$ cat src/design/mwbd_pkg.sv
// Shared types and constants of the multi-revolution weak bit detector.
package mwbd_pkg;

   // Byte and counter geometry
   localparam int BITS_PER_BYTE = 8;
   localparam int REV_W         = 5;
   localparam int COUNT_W       = 5;
   localparam int THR_W         = 17;
   localparam int FRAC_W        = 16;
   localparam int TOTAL_W       = 17;
   localparam int MAX_REVS_VAL  = 16;
   localparam int MINOR_W       = $clog2(MAX_REVS_VAL / 2 + 1);
   localparam int PROD_W        = THR_W + REV_W;
   localparam int POP_W         = $clog2(BITS_PER_BYTE + 1);

   localparam logic [REV_W-1:0]   MIN_REVS        = REV_W'(2);
   localparam logic [REV_W-1:0]   MAX_REVS        = REV_W'(MAX_REVS_VAL);
   localparam logic [REV_W-1:0]   REVS_RESET      = REV_W'(2);
   localparam logic [THR_W-1:0]   THRESHOLD_RESET = THR_W'(6554);
   localparam logic [TOTAL_W-1:0] TOTAL_MAX       = {TOTAL_W{1'b1}};

   // Register indexes of the CSR port
   typedef enum logic [0:0] {
      CSR_REVOLUTIONS = 1'b0,
      CSR_THRESHOLD   = 1'b1
   } csr_index_type;

   // One completed byte position, handed from front to back
   typedef struct packed {
      logic [BITS_PER_BYTE-1:0][COUNT_W-1:0] ones;
      logic [REV_W-1:0]                      taken;
      logic                                  last;
   } entry_type;

   // Queue status seen by the top level and the back end
   typedef struct packed {
      logic full;
      logic empty;
   } queue_status_type;

endpackage

$ cat src/design/multirev_weak_bit_detector.sv
// Multi-revolution weak bit detector, top level.
// Takes one revolution byte per cycle on the req_ stream, grouped by byte position in
// revolution order; after the byte that completes a position (revolutions bytes, clamped
// to 2..16) it returns one word carrying the weak bit mask, the saturating weak bit total
// of the track, and tlast when the completing byte had tlast set (the total then restarts
// at zero). A bit is weak when its minority count across revolutions, as a fraction of the
// revolutions taken, reaches the Q1.16 threshold. Sustained rate is one byte per cycle
// while the result stream does not stall: the per-bit counters in the front end take a
// byte every cycle, and the back end runs one registered multiply stage and one registered
// compare stage per position, after the queue slot. A queue of QUEUE_DEPTH positions
// between the front and back ends absorbs output stalls before req_tready drops. The CSR
// port takes a write in any cycle; write it only while no result is pending, since the
// threshold is applied to a position when the back end picks it up.
module multirev_weak_bit_detector #(
   parameter int QUEUE_DEPTH = 2
) (
   input  logic        clock,
   input  logic        reset,
   // Input stream
   input  logic        req_tvalid,
   output logic        req_tready,
   input  logic [7:0]  req_tdata,   // [7:0] rev_byte
   input  logic        req_tlast,   // last_of_track
   // Result stream
   output logic        rsp_tvalid,
   input  logic        rsp_tready,
   output logic [31:0] rsp_tdata,   // [7:0] flag_mask, [24:8] weak_total, [31:25] zero
   output logic        rsp_tlast,   // track_done
   // CSR write port
   input  logic        csr_wen,
   input  logic [0:0]  csr_index,
   input  logic [16:0] csr_wdata
);

   logic [mwbd_pkg::REV_W-1:0]          revolutions_ff;
   logic [mwbd_pkg::THR_W-1:0]          threshold_ff;
   logic                                req_accept;
   logic                                push;
   mwbd_pkg::entry_type                 push_entry;
   mwbd_pkg::entry_type                 pop_entry;
   logic                                pop;
   mwbd_pkg::queue_status_type          status;
   logic [mwbd_pkg::BITS_PER_BYTE-1:0]  flag_mask;
   logic [mwbd_pkg::TOTAL_W-1:0]        weak_total;

   // CSR registers
   always_ff @(posedge clock) begin
      if (reset) begin
         revolutions_ff <= mwbd_pkg::REVS_RESET;
         threshold_ff   <= mwbd_pkg::THRESHOLD_RESET;
      end else if (csr_wen) begin
         if (csr_index == mwbd_pkg::CSR_REVOLUTIONS) begin
            revolutions_ff <= csr_wdata[mwbd_pkg::REV_W-1:0];
         end else if (csr_index == mwbd_pkg::CSR_THRESHOLD) begin
            threshold_ff <= csr_wdata[mwbd_pkg::THR_W-1:0];
         end
      end
   end

   assign req_tready = !status.full;
   assign req_accept = req_tvalid && req_tready;

   mwbd_front u_front (
      .clock         (clock),
      .reset         (reset),
      .revolutions   (revolutions_ff),
      .accept        (req_accept),
      .rev_byte      (req_tdata),
      .last_of_track (req_tlast),
      .push          (push),
      .entry         (push_entry)
   );

   mwbd_queue #(
      .DEPTH (QUEUE_DEPTH)
   ) u_queue (
      .clock      (clock),
      .reset      (reset),
      .push       (push),
      .push_entry (push_entry),
      .pop        (pop),
      .pop_entry  (pop_entry),
      .status     (status)
   );

   mwbd_back u_back (
      .clock      (clock),
      .reset      (reset),
      .threshold  (threshold_ff),
      .entry      (pop_entry),
      .status     (status),
      .pop        (pop),
      .rsp_valid  (rsp_tvalid),
      .rsp_ready  (rsp_tready),
      .flag_mask  (flag_mask),
      .weak_total (weak_total),
      .track_done (rsp_tlast)
   );

   assign rsp_tdata = {7'b0, weak_total, flag_mask};

   // Queue never written while full
   a_no_overflow: assert property (@(posedge clock) disable iff (reset)
      !(push && status.full))
      else $error("position queue overflow");

   // Queue never read while empty
   a_no_underflow: assert property (@(posedge clock) disable iff (reset)
      !(pop && status.empty))
      else $error("position queue underflow");

   // Total always covers the bits flagged in the current mask
   a_total_covers_mask: assert property (@(posedge clock) disable iff (reset)
      rsp_tvalid |-> (weak_total >= mwbd_pkg::TOTAL_W'($countones(flag_mask))))
      else $error("weak total below mask bit count");

   // No result right after reset
   a_idle_after_reset: assert property (@(posedge clock)
      $past(reset) |-> !rsp_tvalid)
      else $error("result valid after reset");

endmodule

$ cat src/design/mwbd_front.sv
// Front end: per-bit one counters across revolutions, emits completed positions.
module mwbd_front (
   input  logic                                clock,
   input  logic                                reset,
   input  logic [mwbd_pkg::REV_W-1:0]          revolutions,
   input  logic                                accept,
   input  logic [mwbd_pkg::BITS_PER_BYTE-1:0]  rev_byte,
   input  logic                                last_of_track,
   output logic                                push,
   output mwbd_pkg::entry_type                 entry
);

   logic [mwbd_pkg::BITS_PER_BYTE-1:0][mwbd_pkg::COUNT_W-1:0] ones_ff, ones_in, ones_sum;
   logic [mwbd_pkg::REV_W-1:0] rev_index_ff, rev_index_in;
   logic [mwbd_pkg::REV_W-1:0] eff_revs;
   logic [mwbd_pkg::REV_W-1:0] taken;
   logic                       complete;

   // Clamp the revolution count to the supported range
   always_comb begin
      priority if (revolutions < mwbd_pkg::MIN_REVS) begin
         eff_revs = mwbd_pkg::MIN_REVS;
      end else if (revolutions > mwbd_pkg::MAX_REVS) begin
         eff_revs = mwbd_pkg::MAX_REVS;
      end else begin
         eff_revs = revolutions;
      end
   end

   // Counter update and completion check
   always_comb begin
      for (int k = 0; k < mwbd_pkg::BITS_PER_BYTE; k++) begin
         ones_sum[k] = ones_ff[k] + mwbd_pkg::COUNT_W'(rev_byte[k]);
      end
      taken    = rev_index_ff + mwbd_pkg::REV_W'(1);
      complete = (taken >= eff_revs);

      ones_in      = ones_ff;
      rev_index_in = rev_index_ff;
      if (accept) begin
         if (complete) begin
            ones_in      = '0;
            rev_index_in = '0;
         end else begin
            ones_in      = ones_sum;
            rev_index_in = taken;
         end
      end
   end

   assign push        = accept && complete;
   assign entry.ones  = ones_sum;
   assign entry.taken = taken;
   assign entry.last  = last_of_track;

   always_ff @(posedge clock) begin
      if (reset) begin
         ones_ff      <= '0;
         rev_index_ff <= '0;
      end else begin
         ones_ff      <= ones_in;
         rev_index_ff <= rev_index_in;
      end
   end

endmodule

$ cat src/design/mwbd_queue.sv
// Short queue of completed byte positions between front and back ends.
module mwbd_queue #(
   parameter int DEPTH = 2
) (
   input  logic                         clock,
   input  logic                         reset,
   input  logic                         push,
   input  mwbd_pkg::entry_type          push_entry,
   input  logic                         pop,
   output mwbd_pkg::entry_type          pop_entry,
   output mwbd_pkg::queue_status_type   status
);

   localparam int PTR_W = (DEPTH > 1) ? $clog2(DEPTH) : 1;
   localparam int CNT_W = $clog2(DEPTH + 1);
   localparam logic [PTR_W-1:0] LAST_PTR = PTR_W'(DEPTH - 1);
   localparam logic [CNT_W-1:0] FULL_CNT = CNT_W'(DEPTH);

   mwbd_pkg::entry_type slot_ff [DEPTH];
   logic [PTR_W-1:0] wr_ptr_ff, wr_ptr_in;
   logic [PTR_W-1:0] rd_ptr_ff, rd_ptr_in;
   logic [CNT_W-1:0] count_ff, count_in;

   // Pointer and fill count update
   always_comb begin
      wr_ptr_in = wr_ptr_ff;
      rd_ptr_in = rd_ptr_ff;
      count_in  = count_ff;
      if (push) begin
         wr_ptr_in = (wr_ptr_ff == LAST_PTR) ? '0 : wr_ptr_ff + PTR_W'(1);
      end
      if (pop) begin
         rd_ptr_in = (rd_ptr_ff == LAST_PTR) ? '0 : rd_ptr_ff + PTR_W'(1);
      end
      if (push && !pop) begin
         count_in = count_ff + CNT_W'(1);
      end else if (pop && !push) begin
         count_in = count_ff - CNT_W'(1);
      end
   end

   assign pop_entry    = slot_ff[rd_ptr_ff];
   assign status.full  = (count_ff == FULL_CNT);
   assign status.empty = (count_ff == '0);

   always_ff @(posedge clock) begin
      if (reset) begin
         wr_ptr_ff <= '0;
         rd_ptr_ff <= '0;
         count_ff  <= '0;
      end else begin
         wr_ptr_ff <= wr_ptr_in;
         rd_ptr_ff <= rd_ptr_in;
         count_ff  <= count_in;
      end
   end

   // Slot storage, no reset needed
   always_ff @(posedge clock) begin
      if (push) begin
         slot_ff[wr_ptr_ff] <= push_entry;
      end
   end

endmodule

$ cat src/design/mwbd_back.sv
// Back end: minority counts, threshold compare, weak mask and running total.
module mwbd_back (
   input  logic                                clock,
   input  logic                                reset,
   input  logic [mwbd_pkg::THR_W-1:0]          threshold,
   input  mwbd_pkg::entry_type                 entry,
   input  mwbd_pkg::queue_status_type          status,
   output logic                                pop,
   output logic                                rsp_valid,
   input  logic                                rsp_ready,
   output logic [mwbd_pkg::BITS_PER_BYTE-1:0]  flag_mask,
   output logic [mwbd_pkg::TOTAL_W-1:0]        weak_total,
   output logic                                track_done
);

   localparam int PAD_W = mwbd_pkg::PROD_W - mwbd_pkg::MINOR_W - mwbd_pkg::FRAC_W;

   // Stage A: threshold product and minority counts
   logic                                                       a_valid_ff, a_valid_in;
   logic [mwbd_pkg::PROD_W-1:0]                                a_prod_ff, a_prod_in;
   logic [mwbd_pkg::BITS_PER_BYTE-1:0][mwbd_pkg::MINOR_W-1:0]  a_minor_ff, a_minor_in;
   logic                                                       a_last_ff;

   // Output stage
   logic                                  rsp_valid_ff, rsp_valid_in;
   logic [mwbd_pkg::BITS_PER_BYTE-1:0]    mask_ff, mask_in;
   logic [mwbd_pkg::TOTAL_W-1:0]          total_ff, total_in;
   logic                                  done_ff;
   logic [mwbd_pkg::TOTAL_W-1:0]          running_ff, running_in;

   logic                                  out_load_ok;
   logic                                  a_load_ok;
   logic                                  out_load;
   logic [mwbd_pkg::POP_W-1:0]            weak_cnt;
   logic [mwbd_pkg::TOTAL_W:0]            total_sum;
   logic [mwbd_pkg::COUNT_W-1:0]          ones_c;
   logic [mwbd_pkg::COUNT_W-1:0]          zeros_c;
   logic [mwbd_pkg::COUNT_W-1:0]          minor_c;

   // Pipeline handshake
   assign out_load_ok  = !rsp_valid_ff || rsp_ready;
   assign a_load_ok    = !a_valid_ff || out_load_ok;
   assign pop          = a_load_ok && !status.empty;
   assign out_load     = out_load_ok && a_valid_ff;
   assign a_valid_in   = a_load_ok ? !status.empty : a_valid_ff;
   assign rsp_valid_in = out_load_ok ? a_valid_ff : rsp_valid_ff;

   // Minority count per bit and threshold times revolutions taken
   always_comb begin
      ones_c  = '0;
      zeros_c = '0;
      minor_c = '0;
      for (int k = 0; k < mwbd_pkg::BITS_PER_BYTE; k++) begin
         ones_c        = (entry.ones[k] > entry.taken) ? entry.taken : entry.ones[k];
         zeros_c       = entry.taken - ones_c;
         minor_c       = (ones_c < zeros_c) ? ones_c : zeros_c;
         a_minor_in[k] = minor_c[mwbd_pkg::MINOR_W-1:0];
      end
      a_prod_in = mwbd_pkg::PROD_W'(threshold) * mwbd_pkg::PROD_W'(entry.taken);
   end

   // Compare, mask, and saturating track total
   always_comb begin
      weak_cnt = '0;
      for (int k = 0; k < mwbd_pkg::BITS_PER_BYTE; k++) begin
         mask_in[k] = ({{PAD_W{1'b0}}, a_minor_ff[k], {mwbd_pkg::FRAC_W{1'b0}}} >= a_prod_ff);
         weak_cnt   = weak_cnt + mwbd_pkg::POP_W'(mask_in[k]);
      end
      total_sum = {1'b0, running_ff} + (mwbd_pkg::TOTAL_W + 1)'(weak_cnt);
      total_in  = total_sum[mwbd_pkg::TOTAL_W] ? mwbd_pkg::TOTAL_MAX
                                               : total_sum[mwbd_pkg::TOTAL_W-1:0];
      running_in = running_ff;
      if (out_load) begin
         running_in = a_last_ff ? '0 : total_in;
      end
   end

   always_ff @(posedge clock) begin
      if (reset) begin
         a_valid_ff   <= 1'b0;
         rsp_valid_ff <= 1'b0;
         running_ff   <= '0;
      end else begin
         a_valid_ff   <= a_valid_in;
         rsp_valid_ff <= rsp_valid_in;
         running_ff   <= running_in;
      end
   end

   // Payload registers
   always_ff @(posedge clock) begin
      if (pop) begin
         a_prod_ff  <= a_prod_in;
         a_minor_ff <= a_minor_in;
         a_last_ff  <= entry.last;
      end
      if (out_load) begin
         mask_ff  <= mask_in;
         total_ff <= total_in;
         done_ff  <= a_last_ff;
      end
   end

   assign rsp_valid  = rsp_valid_ff;
   assign flag_mask  = mask_ff;
   assign weak_total = total_ff;
   assign track_done = done_ff;

endmodule
$ cat config.mk
export PLATFORM = sky130hd
export DESIGN_NAME = multirev_weak_bit_detector
export DESIGN_NICKNAME = d
export VERILOG_FILES = /design/src/design/mwbd_pkg.sv /design/src/design/multirev_weak_bit_detector.sv /design/src/design/mwbd_front.sv /design/src/design/mwbd_queue.sv /design/src/design/mwbd_back.sv
export SDC_FILE = /design/constraint.sdc
export NUM_CORES = 1
export LEC_CHECK = 0
export ABC_AREA = 1
export BUFFER_PORTS_ARGS = -buffer_cell sky130_fd_sc_hd__buf_2
export CAP_MARGIN = 20
export CORE_MARGIN = 4
export CORE_UTILIZATION = 30
export CTS_BUF_LIST = sky130_fd_sc_hd__clkbuf_16
export DETAILED_ROUTE_END_ITERATION = 10
export SYNTH_ARGS = -nofsm -noshare
export SYNTH_HDL_FRONTEND = slang
export SYNTH_SLANG_ARGS = --single-unit
$ cat constraint.sdc
create_clock -name clock -period 4.4 [get_ports clock]
set_clock_uncertainty 0.2 [all_clocks]
set_input_delay 0 -clock clock [delete_from_list [all_inputs] [get_ports clock]]
set_output_delay 0 -clock clock [all_outputs]
set_load 0.02 [all_outputs]
==> flow_metrics.tcl <==
set metrics [dict create \
    final_common_cell "nand2_1" \
    layout-drive-gt1-share_pct 40.16 \
    synthArstFlopShare_pct 0 \
    synth-seq-area-share_pct 38.46 \
    holdCritPathClass "in -> reg" \
    worst_pin_slew_ps 944.8 \
    routed_via_density 4.744 \
    wl_per_cell_um 15.60 \
    grt_pass1_wl_um 74830 \
    ant_nets 0 \
    timing.final.crit_share_pct 111.6 \
    max_stage_delay_ps 570 \
    start_util_pct 30.29 \
    diodes 0 \
    cts.sinks 264 \
    criticalPathCategory "reg -> reg" \
    core_area_mm2 0.06025 \
    syn_to_final_growth_pct 46.27 \
    grt_usage_pct 13.85 \
    max_freq_mhz 203.6 \
    hold_violations 0 \
    grt_pass1_vias 15130 \
    required_ps 4520 \
    tns_ps -17920 \
    num_vias 15840 \
    period_minus_slack_ps 4910 \
    slew_headroom_pct 36.35 \
    place.gp.congestion 0.8721 \
    cts_buffers 29 \
    cpMostUsedCell "nand2_4" \
    path_clk_slew_ps 60 \
    clock_path_buffers 3 \
    port_buffers 59 \
    synthCells 2083 \
    critical_path.cell_chain "inv_4 -> buf_12 -> ha_4 -> nand3_4 -> buf_4 -> o221ai_2 -> ha_1 -> inv_2 -> fa_1 -> fa_1 -> fa_2 -> fa_2 -> inv_2 -> ha_4 -> nand2_4 -> nand2_4 -> nand3_4 -> nand2_4 -> buf_6 -> nand2_4 -> nand2_4 -> nand3_4 -> buf_6" \
    final_cell_mix "316 x nand2_1, 305 x buf_4, 228 x inv_1" \
    ys.flop_type "edfxtp_1" \
    antenna_found_initial 0 \
    synth.avg_cell_area_um2 8.760 \
    dp_slack_ps -640.4 \
    rows 90 \
    instances_no_fill 3339 \
    netlist_area_mm2 0.01825 \
    cts_root_buffer "clkbuf_16" \
    setup_ws_ps -510.4 \
    drcViolationCount 0 \
    ys_top_cells_by_area "edfxtp_1 28%, ha_1 14%, dfxtp_1 10%" \
    synth_edf_count 173 \
    io_pins 67 \
    htreeDepth 1 \
    dp_hpwl_um 33910 \
    failed_checks "negative setup slack" \
    yosysUniqueCellTypes 51 \
    synth_top_area_share_pct 28.47 \
    setup_viol 63 \
    die_w_um 254.6 \
    worstPathArrival_ps 5030 \
    synth_seq_cells 264 \
    drv_slew 0 \
    cp_max_fo 4 \
    die-area_mm2 0.06483 \
    rsz0062_at_grt "yes" \
    wl_um 52100 \
    placed_cells 3077 \
    nets 2829 \
    grt_max_degree 64 \
    fin_util_pct 44.30 \
    overflow 0 \
    status "finished, violations left" \
    cap_violations 0 \
    ys_warn_count 0 \
    drtIter0Drc 827 \
    cts_tree "yes" \
    crit_slowest_cell "fa_2" \
    clock_latency_ps 560 \
    cp-start-kind "register" \
    die_h_um 254.6 \
    cp-end-kind "register" \
    synth_top_cell_by_area "edfxtp_1" \
    firstDrtPassIters 5 \
]
==> synthesized netlist by cell type (all sizes together) (38+ instances only) <==
master  number
nand2      441
o21ai      150
ha         204
nor2       177
inv        290
edfxtp     173
dfxtp       91
nand3      105
fa          58
xor2        45
or2         48
a21oi      103
nor3        38
==> path summary, 6_finish.rpt <==
check	startpoint	end	slack [ps]	cells after the start
worst max register to register	u_back.a_prod_ff[19]$_DFFE_PP_	u_back.weak_total[15]$_DFFE_PP_	-510	23
worst min register to register	u_queue.rd_ptr_ff$_SDFFE_PP0P_	register	270	1
worst min-delay path	csr_wdata[4]	threshold_ff[4]$_SDFFE_PP1P_	70	4
worst max-delay path	u_back.a_prod_ff[19]$_DFFE_PP_	u_back.weak_total[15]$_DFFE_PP_	-510	23
==> sequential cells by signal (all words and copies together), names as in the netlist, 2 cells and up, named ones only <==
signal                cells
u_back.running_ff        17
u_queue.slot_ff          92
u_queue.count_ff          2
u_back.weak_total        17
u_front.rev_index_ff      5
u_back.a_minor_ff        32
threshold_ff             17
revolutions_ff            5
u_front.ones_ff          40
u_back.a_prod_ff         22
u_back.flag_mask          8
==> per-stage QoR <==
| stage | instance area (um2) | hold slack, ps |
|---|---|---|
| global placement | 21000 | -4.938 |
| finish | 26690 | 72.81 |
| CTS | 23320 | 4.749 |
| global route | 26690 | 66.48 |
| detailed placement | 21000 | -7.741 |
| floorplan | 18460 | -101.1 |
==> critical path: cells and delay by family (launching register included) <==
family,cells,cell delay [ps]
adders and majority gates,7,2680
buffers and inverters,7,670
and+or+nand+nor,8,570
DFF,1,370
AOI/OAI and AO/OA,1,160
==> layer usage <==
layer	global-route usage (%)	part of all wire, %
met1	18.56	44
met2	24.20	50
met3	1.591	3.3
met4	3.102	2.8
met5	0	0
==> layout make-up <==
cell class	instances	area [um2]
Fill cell	5397	33560
Multi-Input combinational cell	1484	12690
Timing Repair Buffer	464	3874
Clock inverter	24	271.5
Sequential cell	264	7020
Inverter	291	1125
Tap cell	782	978.4
Clock buffer	29	725.7
Timing Repair inverter	1	8.758
==> cell families after synthesis <==
family,share of synthesized area [%]
compound gates,9.635
buf+inv,7.612
mux,0.5486
xor+xnor,3.120
flops,38.46
simple gates,20.26
fa+ha+maj,20.35
other cells,0.02055
==> repair_timing <==
action	4_1_cts	5_1_grt
hold buffers	49	0
endpoints found under the hold margin	142	0
endpoints found under the setup margin	73	80
resized for setup	146	529
gates cloned	1	5
pin swaps	49	236
setup buffers	41	118
Power is left out: the tool's default activity adds up to more than one toggle a clock period on the data nets, which glitch-free logic cannot reach.
